$ cat src/design/iwpf_pkg.sv
`timescale 1ns / 1ps
// Shared types and constants of the IMU wild point filter.
// Used by iwpf_scale, iwpf_lane and imu_wild_point_filter; depends on nothing.
package iwpf_pkg;

	localparam int SAMPLE_BITS_DEF = 32;
	localparam int COUNT_BITS_DEF  = 8;

	localparam int FIELD_BITS     = 32;
	localparam int CFG_BITS       = 24;
	localparam int DROP_BITS      = 8;
	localparam int CFG_INDEX_BITS = 3;
	localparam int AXES           = 6;
	localparam int ACC_AXES       = 3;

	// product LSB 2^-40 down to 2^-16
	localparam int ROUND_SHIFT = 24;

	localparam logic [CFG_BITS-1:0]  GRAVITY_SCALE_RST    = 24'd10283018;
	localparam logic [CFG_BITS-1:0]  ACC_TOLERANCE_RST    = 24'd6554;
	localparam logic [CFG_BITS-1:0]  GYRO_NOISE_FLOOR_RST = 24'd3355;
	localparam logic [DROP_BITS-1:0] MAX_ACC_DROPS_RST    = 8'd5;
	localparam logic [DROP_BITS-1:0] MAX_GYRO_DROPS_RST   = 8'd5;

	typedef enum logic [CFG_INDEX_BITS-1:0] {
		REG_GRAVITY_SCALE    = 3'd0,
		REG_ACC_TOLERANCE    = 3'd1,
		REG_GYRO_NOISE_FLOOR = 3'd2,
		REG_MAX_ACC_DROPS    = 3'd3,
		REG_MAX_GYRO_DROPS   = 3'd4
	} cfg_reg_t;

	// Control from the merge stage to every lane.
	typedef struct packed {
		logic take;   // a sample leaves stage 2 and updates lane state
		logic first;  // no previous sample yet: pass without compare
	} lane_ctl_t;

endpackage

$ cat src/design/iwpf_lane.sv
`timescale 1ns / 1ps
// One axis of the spike check: step compare against the previous sample,
// drop counter and held output. Uses iwpf_pkg.
module iwpf_lane #(
	parameter int SAMPLE_BITS = iwpf_pkg::SAMPLE_BITS_DEF,
	parameter int COUNT_BITS  = iwpf_pkg::COUNT_BITS_DEF,
	parameter bit GYRO        = 1'b0
) (
	input  logic                                   clk,
	input  logic                                   arst_n,
	input  iwpf_pkg::lane_ctl_t                    ctl,
	input  logic signed [SAMPLE_BITS-1:0]           cur,
	input  logic        [iwpf_pkg::CFG_BITS-1:0]    limit_cfg,
	input  logic        [iwpf_pkg::DROP_BITS-1:0]   max_drops,
	output logic signed [iwpf_pkg::FIELD_BITS-1:0]  held,
	output logic                                   rejected
);

	localparam int DW = SAMPLE_BITS + 1;
	localparam int LW = (DW > iwpf_pkg::CFG_BITS) ? DW : iwpf_pkg::CFG_BITS;
	localparam int CW = (COUNT_BITS > iwpf_pkg::DROP_BITS) ? COUNT_BITS : iwpf_pkg::DROP_BITS;

	logic signed [SAMPLE_BITS-1:0] prev_q;
	logic signed [SAMPLE_BITS-1:0] held_q;
	logic        [COUNT_BITS-1:0]  cnt_q;

	logic signed [DW-1:0]          diff;
	logic        [DW-1:0]          adiff;
	logic        [SAMPLE_BITS-1:0] aprev;
	logic        [DW-1:0]          twice;
	logic        [LW-1:0]          limit;
	logic                          pass;

	assign diff  = DW'(cur) - DW'(prev_q);
	assign adiff = diff[DW-1] ? DW'(-diff) : DW'(diff);
	assign aprev = prev_q[SAMPLE_BITS-1] ? SAMPLE_BITS'(-prev_q) : SAMPLE_BITS'(prev_q);
	assign twice = {aprev, 1'b0};

	always_comb begin
		if (GYRO) begin
			limit = (LW'(twice) > LW'(limit_cfg)) ? LW'(twice) : LW'(limit_cfg);
		end else begin
			limit = LW'(limit_cfg);
		end
	end

	// forced through once the counter has gone past the maximum
	assign pass     = (LW'(adiff) < limit) || (CW'(cnt_q) > CW'(max_drops));
	assign rejected = !ctl.first && !pass;
	assign held     = iwpf_pkg::FIELD_BITS'(held_q);

	always_ff @(posedge clk or negedge arst_n) begin
		if (!arst_n) begin
			prev_q <= '0;
			held_q <= '0;
			cnt_q  <= '0;
		end else if (ctl.take) begin
			prev_q <= cur;
			if (ctl.first || pass) begin
				held_q <= cur;
			end
			if (!ctl.first) begin
				if (pass) begin
					cnt_q <= '0;
				end else if (cnt_q != '1) begin
					cnt_q <= cnt_q + COUNT_BITS'(1);
				end
			end
		end
	end

endmodule

$ cat config.mk
export PLATFORM = sky130hd
export DESIGN_NAME = iwpf_lane
export DESIGN_NICKNAME = d
export VERILOG_FILES = /design/src/design/iwpf_pkg.sv /design/src/design/iwpf_lane.sv
export SDC_FILE = /design/constraint.sdc
export NUM_CORES = 1
export LEC_CHECK = 0
export BUFFER_PORTS_ARGS = -buffer_cell sky130_fd_sc_hd__buf_2
export CORE_UTILIZATION = 43
export CTS_CLUSTER_DIAMETER = 60
export DETAILED_ROUTE_END_ITERATION = 8
export PLACE_DENSITY_LB_ADDON = 0.05
export SLEW_MARGIN = 10
export SYNTH_ARGS = -nofsm -noshare
export SYNTH_HDL_FRONTEND = slang
export SYNTH_SLANG_ARGS = --single-unit
$ cat constraint.sdc
create_clock -name clk -period 8.95 [get_ports clk]
set_clock_uncertainty 0.1 [all_clocks]
set_input_delay 2.2375 -clock clk [delete_from_list [all_inputs] [get_ports clk]]
set_output_delay 2.2375 -clock clk [all_outputs]
set_load 0.01 [all_outputs]
==> summary.md, run 1 <==
| Metric | Value |
|---|---|
| Outcome | complete, but fails checks |
| Violated checks | setup timing |
| Most instantiated flip-flop cell in the synthesis netlist | sky130_fd_sc_hd__dfrtp_1 |
| Count of hold buffers inserted by post-cts repair | 0 |
| Clock buffer depth | 2 |
| Starting utilization of the core area | between 40% and 50% |
| Final weighted congestion in routability-driven placement | about 0.9 |
| Final Instance Area | roughly 9900 µm² |
| Max-Slew Margin vs Limit | 34.8% |
| Synth cell types | 81 |
| Launching element type of the critical path | primary input |
| Layout cells sized above 1 | between 20% and 30% |
| Power after layout | 1.92 mW |
| Hpwl dp | approximately 17000 µm |
| Required time at the worst-slack endpoint | roughly 6.6 ns |
| Number of nets at the end of the flow | 1338 |
| Wire length per cell | 15.2 µm |
| Max-slew violations | 0 |
| Synth-to-Final Area Change | 29.7% |
| Clock tree from TritonCTS | built |
| Starting DRC count in detailed routing | 350 |
| Post-layout util | around 57% |
| Number of clock sinks seen by CTS | just over 70 |
| Critical Path Sink Type | output port |
| Fin crit share | 104% |
| Initial antenna violation count | 0 |
| Congestion Overflow GR | 0 |
| Register bit count reported by yosys | 72 |
| Number of optimization iterations in the first detailed-route pass | 5 |
| Actual slew at the worst max-slew pin | around 0.98 ns |
| Sequential cell area fraction in the yosys report | a little under a quarter |
| Post-synthesis instance total | between 900 and 1000 |
| Die boundary height | between 100 and 150 µm |
| Count of warnings emitted by yosys | 0 |
| Total vias in the final route | between 7000 and 8000 |
| Number of global-route vias before repair | between 7000 and 8000 |
| Leakage component of the power | ~4.6 nW |
| Most frequent standard cell in the layout excluding fill and tap cells | sky130_fd_sc_hd__buf_4 |
| Maximum number of pins on one net before global-route repair | roughly 90 |
| Total placed instance area | roughly 9500 µm² |
| Clock-pin slew reported for the worst setup and hold paths after clock tree synthesis | about 0.060 ns |
| Syn_nets | between 1000 and 1500 |
| I/O pin count | between 100 and 150 |
| Wire length of the first global-routing pass | between 30000 and 40000 µm |
| RSZ-0062 raised after global routing | true |
| Ratio of routed vias to standard cells | around 5.5 |
| CP max FO | 3 |
| EDFF count, synth | 0 |
| Final routed DRC violation total | 0 |
| Worst Slack Setup Final | -0.351 ns |
| Clock period minus worst slack | just over 9 ns |
| Class of the tightest hold or removal check | register to register |
| Maximum vdd ir drop | approximately 0.00011 V |
| Clock latency reported for the late side of the worst-skew pair | around 0.35 ns |
| Count of H-tree levels built during CTS | 3 |
| Share of flip-flops with an asynchronous set or reset after synthesis | 100% |
| Final setup TNS | -0.351 ns |
| Total die area | 18200 µm² |
| Antenna-violating nets left | 0 |
| Crit path DAT | between 6 and 7 ns |
| Die Width | approximately 130 µm |
| Most used cells in the layout excluding fill and tap cells | sky130_fd_sc_hd__buf_4, sky130_fd_sc_hd__buf_2, sky130_fd_sc_hd__nand2_1 |
| Maxcap violations | 0 |
| Setup Viol. Count Final | 1 |
| Pwr dens | roughly 200 nW/µm² |
| Clock tree root driver cell | sky130_fd_sc_hd__clkbuf_16 |
| Post-synthesis instance area | between 7000 and 8000 µm² |
| Start-to-end type of the worst setup path | primary input to output port |
| Port Buf Inserts | 100 |
| Post-CTS Repair Setup Buffers | 0 |
| TritonCTS buffer count | 9 |
| Final routed wirelength across all metal layers | around 22000 µm |
| Core ar. | ~17000 µm² |
| Final Hold Fails | 0 |
| Fmax | 0.108 GHz |
| Site row count | 48 |
| Antenna diode count | 0 |
| Mapped Avg Cell Area | ~8 µm² |
| Combined global-route utilization of all metal layers | 25.2% |
==> area by class of cell <==
| class | instances | area, µm² |
|---|---|---|
| Clock inverter | 6 | 67.6 |
| Sequential cell | 72 | 1800 |
| Inverter | 69 | 259 |
| Tap cell | 225 | 282 |
| Clock buffer | 10 | 239 |
| Fill cell | 1692 | 7440 |
| Timing Repair Buffer | 275 | 1820 |
| Multi-Input combinational cell | 777 | 5390 |
==> per-stage QoR <==
stage | worst slack, ns | instances | hold WS (ns)
6_report | -0.351 | 1434 | 0.435
5_1_grt | -0.569 | 1434 | 0.458
4_1_cts | -0.369 | 1434 | 0.441
3_5_place_dp | -0.418 | 1418 | 0.421
3_3_place_gp | -0.346 | 1418 | 0.407
2_1_floorplan | -0.0544 | 971 | 0.385
==> registers in the layout, summed over array words and instances (netlist names) <==
register,count
prev_q,32
cnt_q,8
held,32
==> repair_timing <==
action | 4_1_cts | 5_1_grt
pin swaps | 1 | 5
resized for setup | 2 | 11
endpoints found under the setup margin | 1 | 1
==> power by group <==
| part | switching [mW] | total [mW] | internal [mW] |
|---|---|---|---|
| clock | 0.164 | 0.389 | 0.225 |
| sequential | 0.0570 | 0.461 | 0.404 |
| combinational | 0.582 | 1.07 | 0.491 |
==> cell families (layout without fill, tap and decap cells) <==
family                     count (synthesis)  in the layout  synth area share, %
adders and majority gates                 66             66                 11.0
and+or+nand+nor                          348            348                 24.4
xor gates and xnor gates                  43             43                 4.96
buffers and inverters                    122            360                 6.88
AOI/OAI and AO/OA                        315            315                 28.4
DFF                                       72             72                 23.7
muxes                                      5              5                0.675
==> worst paths after layout <==
check | slack (ns) | cells after the start | to | start
min in group asynchronous | 1.89 | 1 | prev_q[2]$_DFFE_PN0P_ | arst_n
worst max-delay path | -0.35 | 25 | rejected | cur[0]
max in group asynchronous | 6.17 | 1 | held[13]$_DFFE_PN0P_ | arst_n
worst max register to register | 2.83 | 26 | held[5]$_DFFE_PN0P_ | prev_q[2]$_DFFE_PN0P_
worst min register to register | 0.44 | 2 | prev_q[5]$_DFFE_PN0P_ | prev_q[5]$_DFFE_PN0P_
worst min-delay path | 0.44 | 2 | prev_q[5]$_DFFE_PN0P_ | prev_q[5]$_DFFE_PN0P_
==> per-layer routing <==
metal | global-route usage [%] | part of all wire, %
met5 | 0 | 0
met4 | 6.55 | 1.1
met3 | 2.74 | 3.6
met2 | 41.2 | 46
met1 | 35.1 | 50
==> synthesized netlist by cell type (all sizes together) (3+ instances only) <==
master	number	share of area, %
inv	69	3.4
o211ai	44	4.6
a21boi	4	0.59
and2	17	1.5
clkbuf	35	1.7
ha	65	11
o31ai	3	0.30
o21a	12	1.2
a31oi	43	3.5
o211a	3	0.40
nand4	16	1.5
or2	6	0.49
nand2b	6	0.49
or3	41	3.4
xnor2	27	3.1
a21oi	62	4.4
nor2	48	2.4
o21bai	7	0.69
and3	6	0.49
and4	6	0.69
nor4	8	0.82
a211oi	14	1.6
nand2	85	4.2
o31a	3	0.35
or4	4	0.40
dfrtp	72	24
nor2b	39	3.2
nand3	50	3.4
a21o	21	2.3
xor2	16	1.8
o21ai	71	4.7
nor3	10	0.72
mux2i	4	0.53
o2111ai	3	0.35
buf	18	1.7
==> critical path: stages <==
cell                       delay [ns]
sky130_fd_sc_hd__buf_2           0.10
sky130_fd_sc_hd__inv_2           0.03
sky130_fd_sc_hd__ha_2            0.18
sky130_fd_sc_hd__fa_2            0.37
sky130_fd_sc_hd__nand2b_4        0.18
sky130_fd_sc_hd__a21oi_4         0.14
sky130_fd_sc_hd__xnor2_2         0.13
sky130_fd_sc_hd__o211ai_1        0.12
sky130_fd_sc_hd__or4_1           0.56
sky130_fd_sc_hd__or3_4           0.37
sky130_fd_sc_hd__nor4_4          0.15
sky130_fd_sc_hd__nand4_1         0.14
sky130_fd_sc_hd__nand2_1         0.11
sky130_fd_sc_hd__xnor2_2         0.06
sky130_fd_sc_hd__ha_1            0.32
sky130_fd_sc_hd__a41o_1          0.24
sky130_fd_sc_hd__o21a_1          0.18
sky130_fd_sc_hd__o211ai_1        0.08
sky130_fd_sc_hd__a31o_2          0.21
sky130_fd_sc_hd__nor2_1          0.05
sky130_fd_sc_hd__o311a_1         0.33
sky130_fd_sc_hd__a221oi_4        0.21
sky130_fd_sc_hd__and4_4          0.26
sky130_fd_sc_hd__a21oi_2         0.05
sky130_fd_sc_hd__buf_2           0.15
(Power assumes the default switching activity.)
==> run 2: changes to the inputs <==
ABC_AREA = 1   (was unset)
CELL_PAD_IN_SITES_DETAIL_PLACEMENT = 2   (was unset)
CELL_PAD_IN_SITES_GLOBAL_PLACEMENT = 2   (was unset)
CORE_UTILIZATION = 28   (was 43)
==> run 2 against run 1 <==
Net effect:
- the run ends with DRC left
- global-route usage fell by 5.3 points
- power fell by 16%
- cell count rose by 21%
==> summary.md, run 2 <==
| Metric | Value |
|---|---|
| Outcome | complete, but fails checks |
| Violated checks | DRC |
| Fin crit share | ~96% |
| Power after layout | around 1.6 mW |
| Site row count | a little under 60 |
| Clock latency reported for the late side of the worst-skew pair | between 0.3 and 0.4 ns |
| Count of hold buffers inserted by post-cts repair | 0 |
| Capturing instance or port of the critical path | rejected |
| Total placed instance area | approximately 8400 µm² |
| Synth-to-Final Area Change | 21.6% |
| Port Buf Inserts | 100 |
| Final routed DRC violation total | 5 |
| Launching element type of the critical path | primary input |
| Maximum number of pins on one net before global-route repair | roughly 100 |
| Number of clock sinks seen by CTS | 72 |
| I/O pin count | ~100 |
| Class of the tightest hold or removal check | register to register |
| Share of power burned in registers | about a quarter |
| Final Hold Fails | 0 |
| Hpwl dp | about 22000 µm |
| Sequential cell area fraction in the yosys report | 23.9% |
| Core ar. | around 26000 µm² |
| Critical Path Sink Type | output port |
| Die boundary height | approximately 170 µm |
| Post-synthesis instance area | 7530 µm² |
| Crit path DAT | about 6.3 ns |
| Clock tree from TritonCTS | built |
| Capturing point of the worst reg2reg path | held[2]$_DFFE_PN0P_ |
| Logic depth of the worst register-to-register path | 39 |
| Antenna-violating nets left | 0 |
| Final setup TNS | 0 ns |
| Initial antenna violation count | 0 |
| Area taken by flip-flops and latches | between 1500 and 2000 µm² |
| Congestion Overflow GR | 0 |
| Wire length per cell | 15.5 µm |
| Share of flip-flops with an asynchronous set or reset after synthesis | between 90% and 100% |
| Maxcap violations | 0 |
| Antenna diode count | 0 |
| Die Width | approximately 170 µm |
| CP max stage delay | approximately 0.37 ns |
| Final weighted congestion in routability-driven placement | roughly 0.82 |
| Synth cell types | 34 |
| Worst Slack Setup Final | between 0.3 and 0.4 ns |
| Top-area cell type share of the netlist area | about 24% |
| Actual slew at the worst max-slew pin | 0.976 ns |
| Mapped Avg Cell Area | 5.90 µm² |
| Most instantiated flip-flop cell in the synthesis netlist | sky130_fd_sc_hd__dfrtp_1 |
| Combined global-route utilization of all metal layers | between 15 and 20% |
| EDFF count, synth | 0 |
| Final routed wirelength across all metal layers | ~27000 µm |
| Total die area | roughly 28000 µm² |
| Number of global-route vias before repair | 8826 |
| Fmax | around 0.12 GHz |
| Switching power | roughly 0.71 mW |
| Number of nets at the end of the flow | approximately 1500 |
| Launch instance of the worst register-to-register path | prev_q[0]$_DFFE_PN0P_ |
| Wire length of the first global-routing pass | 44300 µm |
| Clock-pin slew reported for the worst setup and hold paths after clock tree synthesis | ~0.060 ns |
| CP max FO | 8 |
| Final worst hold slack | 0.370 ns |
| Final Instance Area | about 9100 µm² |
| Total vias in the final route | approximately 8100 |
| Layout cells sized above 1 | 16.5% |
| Worst-path cell with the longest stage delay | sky130_fd_sc_hd__fa_2 |
| Ratio of routed vias to standard cells | roughly 4.7 |
| Most used cells in the layout excluding fill and tap cells | sky130_fd_sc_hd__nand2_1, sky130_fd_sc_hd__inv_1, sky130_fd_sc_hd__nand3_1 |
| Number of optimization iterations in the first detailed-route pass | 6 |
| Max-slew violations | 0 |
| Count of H-tree levels built during CTS | 3 |
| Post-synthesis instance total | 1276 |
| Pwr dens | roughly 180 nW/µm² |
| Most used standard cell by instance count after synthesis | sky130_fd_sc_hd__nand2_1 |
| Max-Slew Margin vs Limit | 34.9% |
| Most common library cells after synthesis | sky130_fd_sc_hd__nand2_1, sky130_fd_sc_hd__inv_1, sky130_fd_sc_hd__nand3_1, sky130_fd_sc_hd__nor2_1, sky130_fd_sc_hd__dfrtp_1 |
| Most frequent standard cell in the layout excluding fill and tap cells | sky130_fd_sc_hd__nand2_1 |
| Start-to-end type of the worst setup path | primary input to output port |
| Library cell appearing most often on the critical path | sky130_fd_sc_hd__nand2_1 |
| Part of the total power dissipated in combinational logic | 52.7% |
| Top cells by area in the synthesized netlist | sky130_fd_sc_hd__nand2_1, sky130_fd_sc_hd__dfrtp_1, sky130_fd_sc_hd__inv_1 |
| Syn_nets | approximately 1400 |
| Count of warnings emitted by yosys | 0 |
| Area of the multi-input gates | roughly 5000 µm² |
| Leakage component of the power | 5.38 nW |
| Setup Viol. Count Final | 0 |
| Required time at the worst-slack endpoint | 6.61 ns |
| Register bit count reported by yosys | 72 |
| Post-synthesis cell type with the largest combined area | sky130_fd_sc_hd__nand2_1 |
| Starting DRC count in detailed routing | 222 |
| Sw Share | 44.1% |
| Dpl ws | approximately 0.00070 ns |
| Crit path from | cur[0] |
| Maximum vdd ir drop | about 0.000089 V |
| Starting utilization of the core area | 28.7% |
| Worst-case register-to-register setup slack | approximately 3.6 ns |
| TritonCTS buffer count | 9 |
| Part of the power in the clock network | about 23% |
| Clock tree root driver cell | sky130_fd_sc_hd__clkbuf_16 |
| Clock buffer depth | 2 |
| # fillers | 3332 |
| Clock period minus worst slack | 8.61 ns |
| Internal power consumption | between 0.9 and 1 mW |
run 2: cell count changes after synthesis, sizes merged, moves of 39 or more:
cell | before | now
inv | 69 | 248
o211ai | 44 | 1
nand2 | 85 | 497
nor2 | 48 | 103
nand3 | 50 | 122
a31oi | 43 | 1
nor2b | 39 | 0
or3 | 41 | 0
run 2: what timing repair did:
item / CTS / global route
gates cloned: 0 / 1
setup buffers: 0 / 9
pin swaps: 0 / 34
gates resized for setup: 2 / 87
setup endpoints to repair: 1 / 1
run 2: logic make-up (layout without fill, tap and decap cells):
group	Yosys count	in the layout	share of synthesized area [%]
AO/OA/AOI/OAI	87	87	6.12
XOR/XNOR	30	30	3.49
adder cells (fa/ha/maj)	66	66	11.1
buffers and inverters	271	394	14.2
flip-flops	72	72	23.9
AND/OR/NAND/NOR	750	750	41.1
run 2: per-stage QoR:
step	utilization, %	cells
after floorplan	-	1276
after global placement	32.2	1708
after detailed placement	32.2	1708
after CTS	33.4	1724
after global routing	34.9	1734
final	34.9	1734
run 2: layout make-up:
cell class / count / area share (%)
multi-input cells: 933 / 54.2
flip-flops and latches: 72 / 19.7
inverters: 250 / 10.3
repair buffers: 127 / 7.84
well taps: 335 / 4.58
clock buffers: 11 / 2.65
clock inverters: 5 / 0.615
repair inverters: 1 / 0.0684
run 2: critical path, delay by kind of cell:
family / cells / cell delay (ns)
xor gates and xnor gates: 1 / 0.18
and+or+nand+nor: 26 / 2.25
AOI/OAI and AO/OA: 2 / 0.18
buffers and inverters: 7 / 0.62
adders and majority gates: 3 / 0.82
run 2: worst min path at each step:
stage / startpoint / to / slack (ns) / depth (start not counted)
floorplan: prev_q[0]$_DFFE_PN0P_ / prev_q[0]$_DFFE_PN0P_ / 0.39 / 2
global route: held[1]$_DFFE_PN0P_ / held[1]$_DFFE_PN0P_ / 0.41 / 2
finish: held[21]$_DFFE_PN0P_ / held[21]$_DFFE_PN0P_ / 0.37 / 2
detailed placement: held[19]$_DFFE_PN0P_ / held[19]$_DFFE_PN0P_ / 0.36 / 2
CTS: held[29]$_DFFE_PN0P_ / held[29]$_DFFE_PN0P_ / 0.38 / 2
global placement: held[30]$_DFFE_PN0P_ / held[30]$_DFFE_PN0P_ / 0.35 / 2
run 2: power by group through the flow:
stage / Sequential (mW) / Combinational, mW / Clock [mW]
floorplan: 0.409 / 0.530 / 0
global placement: 0.403 / 0.764 / 0
detailed placement: 0.404 / 0.794 / 0
CTS: 0.399 / 0.799 / 0.378
global route: 0.405 / 0.988 / 0.391
finish: 0.399 / 0.855 / 0.367
run 2: routing by layer:
metal | GRT usage [%] | routed length (µm) | up-vias
li1 | - | - | 4136
met3 | 2.03 | 648 | 20
met2 | 33.7 | 12400 | 93
met1 | 27.2 | 13400 | 3885
met4 | 4.43 | 402 | 0
met5 | 0 | 0 | -
==> run 3: changes to the inputs <==
SETUP_SLACK_MARGIN = 0.5   (was unset)
==> run 3 against run 2 <==
Net effect:
- global-route usage increased by 0.23 points
- critical path type unchanged
- utilization increased by 0.98 points
- power increased by 2.9%
- register-to-register slack improved by 0.08 ns
- cell count increased by 0.52%
- first-iteration DRC count decreased by 21%
- die area unchanged
- combinational power increased by 3.5%
- via count increased by 1.5%
- worst hold slack about the same
- the flow still finishes with violations (DRC)
- final area increased by 2.8%
- largest power group unchanged
- clock power increased by 4%
==> summary.md, run 3 (same netlist as run 2, synthesis figures left out) <==
| Metric | Value |
|---|---|
| Final weighted congestion in routability-driven placement | a little over 0.8 |
| Area of the multi-input gates | about 5100 µm² |
| Crit path DAT | 6.09 ns |
| Site row count | between 50 and 60 |
| Clock-pin slew reported for the worst setup and hold paths after clock tree synthesis | about 0.050 ns |
| Fin crit share | between 90% and 100% |
| Starting utilization of the core area | about 29% |
| Required time at the worst-slack endpoint | between 6 and 7 ns |
| Clock tree root driver cell | sky130_fd_sc_hd__clkbuf_16 |
| Setup Viol. Count Final | 0 |
| Clock buffer depth | 2 |
| Area taken by flip-flops and latches | roughly 1800 µm² |
| Wire length of the first global-routing pass | between 40000 and 50000 µm |
| Die Width | about 170 µm |
| Layout cells sized above 1 | between 10% and 20% |
| Clock tree from TritonCTS | built |
| Final routed wirelength across all metal layers | between 20000 and 30000 µm |
| CP max FO | 3 |
| TritonCTS buffer count | 9 |
| Outcome | complete, but fails checks |
| Clock latency reported for the late side of the worst-skew pair | 0.34 ns |
| Starting DRC count in detailed routing | roughly 180 |
| Total vias in the final route | 8256 |
| Congestion Overflow GR | 0 |
| Fmax | 0.119 GHz |
| Number of clock sinks seen by CTS | a little over 70 |
| Critical Path Sink Type | output port |
| Core ar. | about 26000 µm² |
| Port Buf Inserts | 100 |
| I/O pin count | a little over 100 |
| Most used cells in the layout excluding fill and tap cells | sky130_fd_sc_hd__nand2_1, sky130_fd_sc_hd__inv_1, sky130_fd_sc_hd__nand3_1 |
| Final routed DRC violation total | 4 |
| Start-to-end type of the worst setup path | primary input to output port |
| Library cell appearing most often on the critical path | sky130_fd_sc_hd__nand2_1 |
| Number of optimization iterations in the first detailed-route pass | 6 |
| RSZ-0062 raised after global routing | true |
| Antenna diode count | 0 |
| Ratio of routed vias to standard cells | about 4.7 |
| Count of H-tree levels built during CTS | 3 |
| Pwr dens | 177 nW/µm² |
| Maxcap violations | 0 |
| Worst-path cell with the longest stage delay | sky130_fd_sc_hd__fa_2 |
| Number of global-route vias before repair | 8823 |
| Hpwl dp | about 23000 µm |
| Wire length per cell | about 16 µm |
| Class of the tightest hold or removal check | register to register |
| Maximum number of pins on one net before global-route repair | 99 |
| Count of hold buffers inserted by post-cts repair | 0 |
| Final worst hold slack | 0.370 ns |
| Synth-to-Final Area Change | 25.0% |
| Antenna-violating nets left | 0 |
| Total die area | roughly 28000 µm² |
| Violated checks | DRC |
| Max-slew violations | 0 |
| Die boundary height | between 150 and 200 µm |
| Initial antenna violation count | 0 |
| Actual slew at the worst max-slew pin | about 0.95 ns |
| Maximum vdd ir drop | roughly 0.000095 V |
| Number of nets at the end of the flow | 1538 |
| Most frequent standard cell in the layout excluding fill and tap cells | sky130_fd_sc_hd__nand2_1 |
| Final Hold Fails | 0 |
| # fillers | between 3000 and 4000 |
| Combined global-route utilization of all metal layers | about a fifth |
| Launching element type of the critical path | primary input |
| Max-Slew Margin vs Limit | between 30% and 40% |
| Final setup TNS | 0 ns |
| Clock period minus worst slack | approximately 8.4 ns |
| Leakage component of the power | around 5.5 nW |
| CP max stage delay | 0.57 ns |
-- run 3: where the power goes --
| part | internal (mW) | switching (mW) | leakage, nW |
|---|---|---|---|
| Clock | 0.241 | 0.142 | 0.147 |
| Combinational | 0.329 | 0.556 | 4.42 |
| Sequential | 0.370 | 0.0297 | 0.887 |
| Total | 0.940 | 0.727 | 5.45 |
-- run 3: per-stage QoR --
stage | util (%) | cells | power (mW) | cell area [µm²] | setup WS [ns]
final | 35.9 | 1743 | 1.67 | 9410 | 0.518
after global routing | 35.9 | 1743 | 1.83 | 9410 | 0.147
after floorplan | - | 1276 | 0.939 | 7530 | 0.546
after detailed placement | 32.3 | 1709 | 1.20 | 8460 | 0.0168
after global placement | 32.3 | 1709 | 1.17 | 8460 | 0.132
after CTS | 34.2 | 1734 | 1.62 | 8970 | 0.294
-- run 3: final timing paths --
kind	startpoint	endpoint	slack [ns]	cells past startpoint
worst max-delay path	cur[0]	rejected	0.52	34
worst min-delay path	held[0]$_DFFE_PN0P_	held[0]$_DFFE_PN0P_	0.37	2
worst max register to register	prev_q[0]$_DFFE_PN0P_	held[8]$_DFFE_PN0P_	3.69	35
worst min register to register	held[0]$_DFFE_PN0P_	held[0]$_DFFE_PN0P_	0.37	2
max in group asynchronous	arst_n	held[0]$_DFFE_PN0P_	6.18	1
min in group asynchronous	arst_n	held[27]$_DFFE_PN0P_	1.92	1
-- run 3: area by class of cell --
class / count / area share [%]
well taps: 335 / 4.46
multi-input cells: 933 / 54.4
inverters: 250 / 10.1
clock buffers: 9 / 2.39
clock inverters: 6 / 0.905
flip-flops and latches: 72 / 19.2
repair buffers: 138 / 8.61
-- run 3: what timing repair did --
item	4_1_cts	5_1_grt
setup buffers	10	8
cloned	0	1
resized for setup	41	94
pin swaps	24	32
endpoints found under the setup margin	1	1
-- run 3: routing by layer --
layer	part of all wire (%)	GRT usage [%]
met3	2.3	2.03
met4	1.2	4.27
met2	47	34.7
met1	49	27.2
met5	0	0
-- run 3: worst max-delay path: cells and delay by family --
family                   cells  cell delay, ns
adder cells (fa/ha/maj)      4            1.15
AND/OR/NAND/NOR             21            1.91
XOR/XNOR                     1            0.13
buffers and inverters        7            0.46
AO/OA/AOI/OAI                1            0.21
